$ cat src/hdl/frc_pkg.sv
// Shared types and constants of the framed room command parser.
// Used by frc_front, frc_queue, frc_back and framed_room_command_parser.
package frc_pkg;

   localparam int ROOM_COUNT  = 8;
   localparam int PAYLOAD_LEN = 5;
   localparam int QUEUE_DEPTH = 2;

   localparam int ROOM_IDX_W  = $clog2(ROOM_COUNT);
   localparam int KEPT_BYTES  = 4;
   localparam int KEEP_IDX_W  = $clog2(KEPT_BYTES);
   localparam int COUNT_W     = $clog2(PAYLOAD_LEN + 1);
   localparam int QPTR_W      = (QUEUE_DEPTH > 1) ? $clog2(QUEUE_DEPTH) : 1;
   localparam int QCNT_W      = $clog2(QUEUE_DEPTH + 1);

   localparam logic [7:0] HEAD_BYTE   = 8'h3C;
   localparam logic [7:0] TAIL_BYTE   = 8'h3E;
   localparam logic [7:0] CMD_ACFAN   = 8'h12;
   localparam logic [7:0] CMD_TEMP    = 8'h13;
   localparam logic [7:0] CMD_BOUND_A = 8'h20;
   localparam logic [7:0] CMD_BOUND_B = 8'h21;

   typedef enum logic [2:0] {
      PH_HUNT  = 3'd0,
      PH_HEAD2 = 3'd1,
      PH_BODY  = 3'd2,
      PH_TAIL1 = 3'd3,
      PH_TAIL2 = 3'd4
   } phase_type;

   typedef enum logic [2:0] {
      ACT_IGNORE  = 3'd0,
      ACT_ACFAN   = 3'd1,
      ACT_TEMP    = 3'd2,
      ACT_BOUND_A = 3'd3,
      ACT_BOUND_B = 3'd4
   } action_type;

   // One complete frame as handed from the parser to the executor
   typedef struct packed {
      logic [7:0] room;
      logic [7:0] cmd;
      logic [7:0] high;
      logic [7:0] low;
   } frame_type;

endpackage

$ cat src/hdl/frc_front.sv
// Frame parser: hunts head bytes, collects the payload, checks tail bytes.
// Depends on frc_pkg; pushes each complete frame toward frc_queue.
module frc_front (
   input  logic               clock,
   input  logic               reset,
   input  logic               byte_take,
   input  logic [7:0]         rx_byte,
   output logic               frame_push,
   output frc_pkg::frame_type frame_data
);

   frc_pkg::phase_type phase_ff, phase_in;
   logic [frc_pkg::COUNT_W-1:0] count_ff, count_in;
   logic [7:0] payload_ff [frc_pkg::KEPT_BYTES];
   logic store_en;
   logic last_body;

   assign last_body = (count_ff == frc_pkg::COUNT_W'(frc_pkg::PAYLOAD_LEN - 1));

   // Next phase
   always_comb begin
      phase_in = phase_ff;
      if (byte_take) begin
         unique case (phase_ff)
            frc_pkg::PH_HUNT: begin
               if (rx_byte == frc_pkg::HEAD_BYTE) phase_in = frc_pkg::PH_HEAD2;
            end
            frc_pkg::PH_HEAD2: begin
               phase_in = (rx_byte == frc_pkg::HEAD_BYTE) ? frc_pkg::PH_BODY
                                                           : frc_pkg::PH_HUNT;
            end
            frc_pkg::PH_BODY: begin
               if (last_body) phase_in = frc_pkg::PH_TAIL1;
            end
            frc_pkg::PH_TAIL1: begin
               phase_in = (rx_byte == frc_pkg::TAIL_BYTE) ? frc_pkg::PH_TAIL2
                                                           : frc_pkg::PH_HUNT;
            end
            frc_pkg::PH_TAIL2: phase_in = frc_pkg::PH_HUNT;
            default:           phase_in = frc_pkg::PH_HUNT;
         endcase
      end
   end

   // Outputs and payload counter
   always_comb begin
      count_in   = count_ff;
      store_en   = 1'b0;
      frame_push = 1'b0;
      if (byte_take) begin
         unique case (phase_ff)
            frc_pkg::PH_HEAD2: begin
               count_in = '0;
            end
            frc_pkg::PH_BODY: begin
               count_in = count_ff + 1'b1;
               store_en = (int'(count_ff) < frc_pkg::KEPT_BYTES);
            end
            frc_pkg::PH_TAIL2: begin
               frame_push = (rx_byte == frc_pkg::TAIL_BYTE);
            end
            default: ;
         endcase
      end
   end

   always_ff @(posedge clock) begin
      if (reset) begin
         phase_ff <= frc_pkg::PH_HUNT;
         count_ff <= '0;
      end else begin
         phase_ff <= phase_in;
         count_ff <= count_in;
      end
   end

   // Payload bytes need no reset: every frame writes all kept bytes
   always_ff @(posedge clock) begin
      if (store_en) payload_ff[count_ff[frc_pkg::KEEP_IDX_W-1:0]] <= rx_byte;
   end

   assign frame_data.room = payload_ff[0];
   assign frame_data.cmd  = payload_ff[1];
   assign frame_data.high = payload_ff[2];
   assign frame_data.low  = payload_ff[3];

endmodule

$ cat src/hdl/frc_queue.sv
// Short frame queue between the parser and the executor.
// Depends on frc_pkg for the frame type and depth.
module frc_queue (
   input  logic               clock,
   input  logic               reset,
   input  logic               push,
   input  frc_pkg::frame_type push_data,
   output logic               full,
   input  logic               pop,
   output frc_pkg::frame_type pop_data,
   output logic               empty
);

   frc_pkg::frame_type entry_ff [frc_pkg::QUEUE_DEPTH];
   logic [frc_pkg::QPTR_W-1:0] wr_ptr_ff, wr_ptr_in, rd_ptr_ff, rd_ptr_in;
   logic [frc_pkg::QCNT_W-1:0] count_ff, count_in;
   logic do_push, do_pop;

   assign full     = (count_ff == frc_pkg::QCNT_W'(frc_pkg::QUEUE_DEPTH));
   assign empty    = (count_ff == '0);
   assign do_push  = push && !full;
   assign do_pop   = pop && !empty;
   assign pop_data = entry_ff[rd_ptr_ff];

   always_comb begin
      wr_ptr_in = wr_ptr_ff;
      rd_ptr_in = rd_ptr_ff;
      count_in  = count_ff;
      if (do_push) begin
         wr_ptr_in = (wr_ptr_ff == frc_pkg::QPTR_W'(frc_pkg::QUEUE_DEPTH - 1))
                     ? '0 : wr_ptr_ff + 1'b1;
      end
      if (do_pop) begin
         rd_ptr_in = (rd_ptr_ff == frc_pkg::QPTR_W'(frc_pkg::QUEUE_DEPTH - 1))
                     ? '0 : rd_ptr_ff + 1'b1;
      end
      case ({do_push, do_pop})
         2'b10:   count_in = count_ff + 1'b1;
         2'b01:   count_in = count_ff - 1'b1;
         default: count_in = count_ff;
      endcase
   end

   always_ff @(posedge clock) begin
      if (reset) begin
         wr_ptr_ff <= '0;
         rd_ptr_ff <= '0;
         count_ff  <= '0;
      end else begin
         wr_ptr_ff <= wr_ptr_in;
         rd_ptr_ff <= rd_ptr_in;
         count_ff  <= count_in;
      end
   end

   always_ff @(posedge clock) begin
      if (do_push) entry_ff[wr_ptr_ff] <= push_data;
   end

endmodule

$ cat src/hdl/frc_back.sv
// Frame executor: decodes a queued frame, updates the room tables and
// holds the result in the output register. Depends on frc_pkg.
module frc_back (
   input  logic               clock,
   input  logic               reset,
   input  logic               frame_avail,
   input  frc_pkg::frame_type frame,
   output logic               frame_pop,
   output logic               rsp_valid,
   input  logic               rsp_ready,
   output logic [2:0]         rsp_action,
   output logic [7:0]         rsp_room_id,
   output logic [7:0]         rsp_value_high,
   output logic [7:0]         rsp_value_low,
   output logic [7:0]         rsp_room_temp,
   output logic [7:0]         rsp_room_ac,
   output logic [7:0]         rsp_room_fan
);

   logic [7:0] temp_ff [frc_pkg::ROOM_COUNT];
   logic [7:0] ac_ff   [frc_pkg::ROOM_COUNT];
   logic [7:0] fan_ff  [frc_pkg::ROOM_COUNT];

   logic valid_ff, valid_in;
   frc_pkg::action_type action_ff, action_in;
   logic [7:0] room_ff, high_ff, low_ff, temp_out_ff, ac_out_ff, fan_out_ff;
   logic [7:0] temp_out_in, ac_out_in, fan_out_in;

   logic room_ok;
   logic [frc_pkg::ROOM_IDX_W-1:0] idx;

   assign room_ok   = (frame.room != 8'd0) && (int'(frame.room) < frc_pkg::ROOM_COUNT);
   assign idx       = frame.room[frc_pkg::ROOM_IDX_W-1:0];
   assign frame_pop = frame_avail && (!valid_ff || rsp_ready);

   // Decode the frame at the head of the queue
   always_comb begin
      action_in = frc_pkg::ACT_IGNORE;
      if (room_ok) begin
         unique case (frame.cmd)
            frc_pkg::CMD_ACFAN:   action_in = frc_pkg::ACT_ACFAN;
            frc_pkg::CMD_TEMP:    action_in = frc_pkg::ACT_TEMP;
            frc_pkg::CMD_BOUND_A: action_in = frc_pkg::ACT_BOUND_A;
            frc_pkg::CMD_BOUND_B: action_in = frc_pkg::ACT_BOUND_B;
            default:              action_in = frc_pkg::ACT_IGNORE;
         endcase
      end
   end

   // Room state as seen after the update
   always_comb begin
      temp_out_in = temp_ff[idx];
      ac_out_in   = ac_ff[idx];
      fan_out_in  = fan_ff[idx];
      case (action_in)
         frc_pkg::ACT_IGNORE: begin
            temp_out_in = '0;
            ac_out_in   = '0;
            fan_out_in  = '0;
         end
         frc_pkg::ACT_ACFAN: begin
            ac_out_in  = frame.high;
            fan_out_in = frame.low;
         end
         frc_pkg::ACT_TEMP: temp_out_in = frame.high;
         default: ;
      endcase
   end

   always_comb begin
      valid_in = valid_ff;
      if (frame_pop)           valid_in = 1'b1;
      else if (rsp_ready)      valid_in = 1'b0;
   end

   always_ff @(posedge clock) begin
      if (reset) begin
         valid_ff <= 1'b0;
         for (int i = 0; i < frc_pkg::ROOM_COUNT; i++) begin
            temp_ff[i] <= '0;
            ac_ff[i]   <= '0;
            fan_ff[i]  <= '0;
         end
      end else begin
         valid_ff <= valid_in;
         if (frame_pop && action_in == frc_pkg::ACT_ACFAN) begin
            ac_ff[idx]  <= frame.high;
            fan_ff[idx] <= frame.low;
         end
         if (frame_pop && action_in == frc_pkg::ACT_TEMP) begin
            temp_ff[idx] <= frame.high;
         end
      end
   end

   always_ff @(posedge clock) begin
      if (frame_pop) begin
         action_ff   <= action_in;
         room_ff     <= frame.room;
         high_ff     <= frame.high;
         low_ff      <= frame.low;
         temp_out_ff <= temp_out_in;
         ac_out_ff   <= ac_out_in;
         fan_out_ff  <= fan_out_in;
      end
   end

   assign rsp_valid      = valid_ff;
   assign rsp_action     = action_ff;
   assign rsp_room_id    = room_ff;
   assign rsp_value_high = high_ff;
   assign rsp_value_low  = low_ff;
   assign rsp_room_temp  = temp_out_ff;
   assign rsp_room_ac    = ac_out_ff;
   assign rsp_room_fan   = fan_out_ff;

endmodule

$ cat src/hdl/framed_room_command_parser.sv
// Top level of the framed room command parser.
// Depends on frc_pkg, frc_front, frc_queue and frc_back.
//
// Usage:
//   req_ channel: one serial byte per request (req_rx_byte). A byte is
//   taken at every edge with req_valid and req_ready high.
//   rsp_ channel: one result per complete, well-formed frame
//   (0x3C 0x3C, five payload bytes, 0x3E 0x3E); malformed frames and
//   stray bytes give no result.
// Result path: the parser pushes the frame into the queue when the closing
//   tail byte is taken, then the executor pops it and registers the result.
// Throughput: one byte per cycle while req_ready is high. The parser, the
//   two-entry frame queue and the executor's output register stall in
//   turn; a frame needs at least nine bytes, so the queue only fills when
//   the receiver holds rsp_ready low for long.
// Stall: while the receiver holds rsp_ready low, the result holds in the
//   output register and finished frames wait in the queue; req_ready
//   drops only when the queue is full.
// Reset (synchronous, active high): the parser returns to hunting the
//   first head byte, the queue empties, the result register invalidates
//   and the temperature, AC and fan tables of every room clear to zero.
//   No clearing pass is needed; the block accepts bytes right after reset.
module framed_room_command_parser (
   input  logic       clock,
   input  logic       reset,
   input  logic       req_valid,
   output logic       req_ready,
   input  logic [7:0] req_rx_byte,
   output logic       rsp_valid,
   input  logic       rsp_ready,
   output logic [2:0] rsp_action,
   output logic [7:0] rsp_room_id,
   output logic [7:0] rsp_value_high,
   output logic [7:0] rsp_value_low,
   output logic [7:0] rsp_room_temp,
   output logic [7:0] rsp_room_ac,
   output logic [7:0] rsp_room_fan
);

   logic               byte_take;
   logic               frame_push;
   frc_pkg::frame_type push_frame;
   logic               queue_full;
   logic               queue_empty;
   logic               frame_pop;
   frc_pkg::frame_type head_frame;

   // Accept a byte whenever the queue can take a frame
   assign req_ready = !queue_full;
   assign byte_take = req_valid && req_ready;

   // Front: hunt, collect and check each frame
   frc_front u_front (
      .clock      (clock),
      .reset      (reset),
      .byte_take  (byte_take),
      .rx_byte    (req_rx_byte),
      .frame_push (frame_push),
      .frame_data (push_frame)
   );

   // Hold finished frames until the executor is free
   frc_queue u_queue (
      .clock     (clock),
      .reset     (reset),
      .push      (frame_push),
      .push_data (push_frame),
      .full      (queue_full),
      .pop       (frame_pop),
      .pop_data  (head_frame),
      .empty     (queue_empty)
   );

   // Back: decode, update room tables, drive the result register
   frc_back u_back (
      .clock          (clock),
      .reset          (reset),
      .frame_avail    (!queue_empty),
      .frame          (head_frame),
      .frame_pop      (frame_pop),
      .rsp_valid      (rsp_valid),
      .rsp_ready      (rsp_ready),
      .rsp_action     (rsp_action),
      .rsp_room_id    (rsp_room_id),
      .rsp_value_high (rsp_value_high),
      .rsp_value_low  (rsp_value_low),
      .rsp_room_temp  (rsp_room_temp),
      .rsp_room_ac    (rsp_room_ac),
      .rsp_room_fan   (rsp_room_fan)
   );

endmodule
$ cat config.mk
export PLATFORM = sky130hd
export DESIGN_NAME = framed_room_command_parser
export DESIGN_NICKNAME = d
export VERILOG_FILES = /design/src/hdl/frc_pkg.sv /design/src/hdl/frc_front.sv /design/src/hdl/frc_queue.sv /design/src/hdl/frc_back.sv /design/src/hdl/framed_room_command_parser.sv
export SDC_FILE = /design/constraint.sdc
export NUM_CORES = 1
export LEC_CHECK = 0
export BUFFER_PORTS_ARGS = -buffer_cell sky130_fd_sc_hd__buf_2
export CAP_MARGIN = 20
export CORE_MARGIN = 5
export CORE_UTILIZATION = 40
export DETAILED_ROUTE_END_ITERATION = 10
export GPL_ROUTABILITY_DRIVEN = 0
export PLACE_DENSITY_LB_ADDON = 0.2
export SLEW_MARGIN = 10
export SYNTH_ARGS = -nofsm -noshare
export SYNTH_HDL_FRONTEND = slang
export SYNTH_SLANG_ARGS = --single-unit
$ cat constraint.sdc
create_clock -name clock -period 6.15 [get_ports clock]
set_input_delay 0.3075 -clock clock [delete_from_list [all_inputs] [get_ports clock]]
set_output_delay 0.3075 -clock clock [all_outputs]
set_load 0.01 [all_outputs]
== Word-level counts from Yosys, hierarchy flattened ==
Memories as Yosys holds them, arrays and structs flattened. A register that Yosys moved wholly into a read port is not among the register bits.
Cells that the tools add are included.

* Memories: 5
* Bits in writable memories: 288
* Register bits after elaboration: 62
* Logic and storage cells: 109
* Output and inout bits: 53
* Bits of input ports: 12

{| class="wikitable"
|+ Memories
! name !! depth !! width !! read ports !! clocked after memory_dff !! write ports !! RTL line !! RTL
|-
| u_back.ac_ff || 8 || 8 || 1 || 0 || 8 || frc_back.sv:21 || <nowiki>logic [7:0] ac_ff [frc_pkg::ROOM_COUNT];</nowiki>
|-
| u_back.fan_ff || 8 || 8 || 1 || 0 || 8 || frc_back.sv:22 || <nowiki>logic [7:0] fan_ff [frc_pkg::ROOM_COUNT];</nowiki>
|-
| u_back.temp_ff || 8 || 8 || 1 || 0 || 8 || frc_back.sv:20 || <nowiki>logic [7:0] temp_ff [frc_pkg::ROOM_COUNT];</nowiki>
|-
| u_queue.entry_ff || 2 || 32 || 1 || 1 || 1 || frc_queue.sv:14 || <nowiki>frc_pkg::frame_type entry_ff [frc_pkg::QUEUE_DEPTH];</nowiki>
|-
| u_front.payload_ff || 4 || 8 || 4 || 0 || 1 || frc_front.sv:14 || <nowiki>logic [7:0] payload_ff [frc_pkg::KEPT_BYTES];</nowiki>
|}

* $lt $le $gt $ge: 2
* Equality and inequality tests: 18
* Muxes and demuxes: 43
* Reductions and logical operators: 23
* Add/subtract/negate cells: 5

{| class="wikitable"
|+ Operator list
! kind !! number
|-
| one-hot mux 8 bit (2 select lines) || 3
|-
| equality test 8 x 6 -> 1 bit (second input constant) || 4
|-
| 2-to-1 mux 1 bit || 25
|-
| 2-to-1 mux 8 bit || 3
|-
| one-hot mux 3 bit (4 select lines) || 2
|-
| OR reduction 8 bit || 3
|-
| 2-to-1 mux 3 bit || 7
|-
| equality test 8 x 5 -> 1 bit (second input constant) || 2
|-
| equality test 3 x 2 -> 1 bit (second input constant) || 3
|-
| less-than comparator 8 x 4 -> 1 bit (second input constant) || 1
|-
| nonzero test 8 bit || 1
|-
| logical AND 1 bit || 7
|-
| equality test 3 x 1 -> 1 bit (second input constant) || 2
|-
| equality test 3 bit (second input constant) || 2
|-
| logical NOT 3 bit || 2
|-
| one-hot mux 3 bit (2 select lines) || 1
|-
| nonzero test 2 bit || 3
|-
| equality test 2 bit (second input constant) || 2
|-
| != test 2 x 1 -> 1 bit (second input constant) || 2
|-
| one-hot mux 2 bit (2 select lines) || 1
|-
| adder 3 x 1 -> 3 bit (second input constant) || 1
|-
| logical NOT 1 bit || 3
|-
| less-than comparator 3 bit (second input constant) || 1
|-
| AND reduction 3 bit || 1
|-
| 8 further kinds || 9
|}

== Logic depth before layout (Yosys ltp) ==
* Depth after elaboration: 10
* Mapped depth: 10
* Gate-level depth less buffers: 8

== Modules after synthesis ==
From an unflattened synthesis, not the netlist that was laid out.

* Cell total of the unflattened synthesis: 912
* Area total of the unflattened synthesis: 14607.8 sq um

{| class="wikitable"
|+ Modules (own cells, without submodules)
! module !! cells an instance !! area each (sq um) !! sequential area each (sq um) !! instances
|-
| frc_back || 695 || 10632.7 || 7317.0 || 1
|-
| frc_queue || 126 || 2524.9 || 2021.9 || 1
|-
| frc_front || 88 || 1436.4 || 1081.0 || 1
|-
| framed_room_command_parser || 3 || 13.8 || 0.0 || 1
|}

== Worst setup path before layout ==
Ideal clock, no wire load.

* Path type: reg-to-reg
* Start point: register u_back.valid_ff (netlist: u_back.rsp_valid)
* End point: memory u_back.ac_ff[7][0], enable pin
* Cell stages (with the launch flop): 7
* Setup time: 0.375 ns
* Clock period less this slack: 3.393 ns
* Data arrival time: 3.018 ns
* Path slack: 2.757 ns
* Cells stage by stage: dfxtp_1 > nand2b_1 > o21a_1 > nor4b_4 > buf_2 > nand3_2 > nand2b_1

{| class="wikitable"
|+ RTL lines
! item !! RTL line !! RTL
|-
| from (decl) || frc_back.sv:24 || <nowiki>logic valid_ff, valid_in;</nowiki>
|-
| from (signal assigned) || frc_back.sv:85 || <nowiki>valid_ff <= valid_in;</nowiki>
|-
| to (decl) || frc_back.sv:21 ||
|}

==> flow_metrics.tcl <==
set metrics [dict create \
    antenna_found_initial 0 \
    crit_buf_inv 3 \
    synthArstFlopShare_pct 0 \
    cap_viol_max_count 0 \
    status "complete, no violations" \
    syn_area_um2 14100 \
    die-area_um2 39000 \
    cts.sinks 351 \
    slowest_stage "dfxtp_2" \
    ys_ff_latch 351 \
    cpPeakStageDelay_ps 900 \
    cp-start-kind "flip-flop" \
    fp-row-count 68 \
    post-dp-hpwl_mm 23.3 \
    drt_first_pass_iters 5 \
    slew_viol_final 0 \
    drtIter0Drc 918 \
    synth.top_cells.by_area "edfxtp_1 72%, nor2_1 5.3%, mux2i_1 2.6%" \
    criticalPathCategory "flip-flop to flip-flop" \
    placed_cells 1498 \
    die_h_um 197 \
    numCtsBuffers 38 \
    relSlewSlack_pct 28.7 \
    top_usage_layer "met2" \
    endpoint_kind "flip-flop" \
    hold_end "u_front.payload_ff[1][0]" \
    area_growth_pct 16.6 \
    grt_max_degree 55 \
    final.period_utilization_pct 71.1 \
    cts_setup_buffers 0 \
    worst_hold_startpoint "req_rx_byte[0]" \
    worstHoldPathType "input pin to flip-flop" \
    start_util_pct 40.6 \
    drc 0 \
    fmax_mhz 229 \
    hold_viol_final 0 \
    vias 8727 \
    detail_route.wl_per_cell_um 23.5 \
    gr-usage-all-layers_pct 18.8 \
    synthTopCellsByCount "339 x edfxtp_1, 197 x nor2_1, 64 x nand2_1, 38 x nand3_1, 36 x mux2i_1" \
    worstMarginPinSlew_ps 1050 \
    drive_gt1_share_pct 17.4 \
    arrival_ps 4490 \
    synth.top_cell.area_share_pct 72.4 \
    postCtsHoldBufs 0 \
    grt_pass1_vias 8537 \
    ys_seq_area_share_pct 74.1 \
    hold_depth 1 \
    yosysWarnings 0 \
    finalPower_w 0.00517 \
    fin_skew_ps 20.4 \
    crit_path_max_fanout 33 \
    syn_inst 990 \
    clkTransAtPathRegs_ps 60 \
    fin_nets 1101 \
    wl_mm 36.8 \
    cp_common_cell "buf_4" \
    overflow 0 \
    path_delay_family "simple AND/OR/NAND/NOR gates" \
    irDropWorstVdd_mv 0.213 \
    cts-root-buf "clkbuf_16" \
    path_cells "mux2i_2 > buf_4 > inv_1 > nor3_4 > nor4b_4 > buf_4 > nand3_1 > nand2b_1" \
    r2r_cells 8 \
    power.density_nw_per_um2 315 \
    ant_nets 0 \
    rsz0062_at_grt "no" \
    setup_viol 0 \
    synth_cell_type_count 63 \
    cts_max_level 2 \
    yosys.cell_count.top_type "edfxtp_1" \
    fp.coreArea_um2 34600 \
    antenna_cells 0 \
    fin_cells 1566 \
    cts_tree "yes" \
    gr-usage-met2_pct 29.1 \
    synth_top_flop_cell "edfxtp_1" \
    postSynthAreaPerCell_um2 14.2 \
    r2r_setup_slack_ps 1780 \
    grtUsageMet3_pct 3.70 \
    dieWidth_um 197 \
    use_met1_pct 27.2 \
    clock_latency_ps 530 \
    finalSetupTns_ps 0 \
    grt_pass1_wl_mm 54.9 \
    r2r_end "u_back.fan_ff[5][1]" \
    io_buffers 64 \
    yosysTopAreaCell "edfxtp_1" \
    period_minus_slack_ps 4370 \
    max-clock-path-buffers 3 \
    synth_edf_count 339 \
    leakagePower_nw 5.71 \
    ioPinCount 65 \
    post_cts_resized 0 \
    critPathRequiredTime_ps 6260 \
    viasPerCell 5.57 \
]
==> cells in the final DEF, fill, tap and decap left out, drive strengths merged, types with 10 or more instances in the layout <==
cell type	netlist	layout
a21oi	18	18
a221oi	10	10
buf	23	82
clkbuf	28	42
clkinv	0	12
conb	1	24
dfxtp	12	12
edfxtp	339	339
inv	24	28
mux2	20	20
mux2i	37	37
nand2	64	64
nand2b	17	17
nand3	41	41
nor2	197	197
o21ai	12	12
o22ai	28	28
==> cells by family after synthesis <==
group | Yosys count | share of synthesized area (%)
AND/OR/NAND/NOR | 371 | 12.1
flip-flops | 351 | 74.1
AO/OA/AOI/OAI | 126 | 6.52
buffers and inverters | 75 | 2.21
multiplexers | 57 | 4.33
adder cells (fa/ha/maj) | 5 | 0.445
XOR/XNOR | 4 | 0.249
other | 1 | 0.0267
==> through the flow <==
stage / hold slack [ps] / setup WS, ps / util (%) / area [um2]
2_1_floorplan: 406 / 2760 / - / 14100
3_3_place_gp: 422 / 1990 / 43.5 / 15100
3_5_place_dp: 429 / 1830 / 43.5 / 15100
4_1_cts: 13.2 / 1800 / 47.3 / 16400
5_1_grt: 21.6 / 1500 / 47.3 / 16400
6_report: 33.6 / 1780 / 47.3 / 16400
==> per-layer routing <==
metal  routed length (um)  vias up
met3                 3060       69
li1                     -     3881
met2                16900      438
met4                 1050        0
met1                15800     4339
met5                    0        -
==> final cells by class <==
cell class | count | area, um2
fill | 3059 | 18200
multi-input combinational | 587 | 3530
sequential | 351 | 10400
inverter | 24 | 90.1
timing repair buffer | 82 | 459
clock buffer | 42 | 966
clock inverter | 25 | 357
tap | 455 | 569
==> how the worst max path moves through the flow <==
stage / endpoint / depth (start not counted) / start / slack, ps
floorplan: u_back.ac_ff[7][0] / 6 / u_back.rsp_valid / 2760
global placement: u_back.ac_ff[5][0] / 8 / flip-flop / 1990
detailed placement: u_back.fan_ff[5][4] / 8 / flip-flop / 1830
CTS: u_back.fan_ff[5][1] / 8 / flip-flop / 1800
global route: u_back.ac_ff[5][6] / 8 / flip-flop / 1500
finish: u_back.fan_ff[5][1] / 8 / flip-flop / 1780
==> flip-flops by register name (all words and copies together), names as in the netlist, named ones only <==
register,cells
u_back.rsp_room_id,8
u_queue.wr_ptr_ff,1
u_back.rsp_room_ac,8
u_back.rsp_valid,1
u_queue.entry_ff,64
u_queue.rd_ptr_ff,1
u_queue.count_ff,2
u_back.rsp_room_temp,8
u_front.payload_ff,32
u_back.rsp_value_high,8
u_back.fan_ff,64
u_front.count_ff,3
u_back.ac_ff,64
u_back.rsp_action,3
u_back.rsp_room_fan,8
u_back.temp_ff,64
u_front.phase_ff,3
u_back.rsp_value_low,8
==> where the power goes <==
group	switching (W)	total (W)	leakage, nW	internal (W)
sequential	0.0000204	0.00268	3.33	0.00266
clock	0.000942	0.00242	0.652	0.00148
combinational	0.0000498	0.0000668	1.72	0.0000170
total	0.00101	0.00517	5.71	0.00415
(Power assumes the default switching activity.)
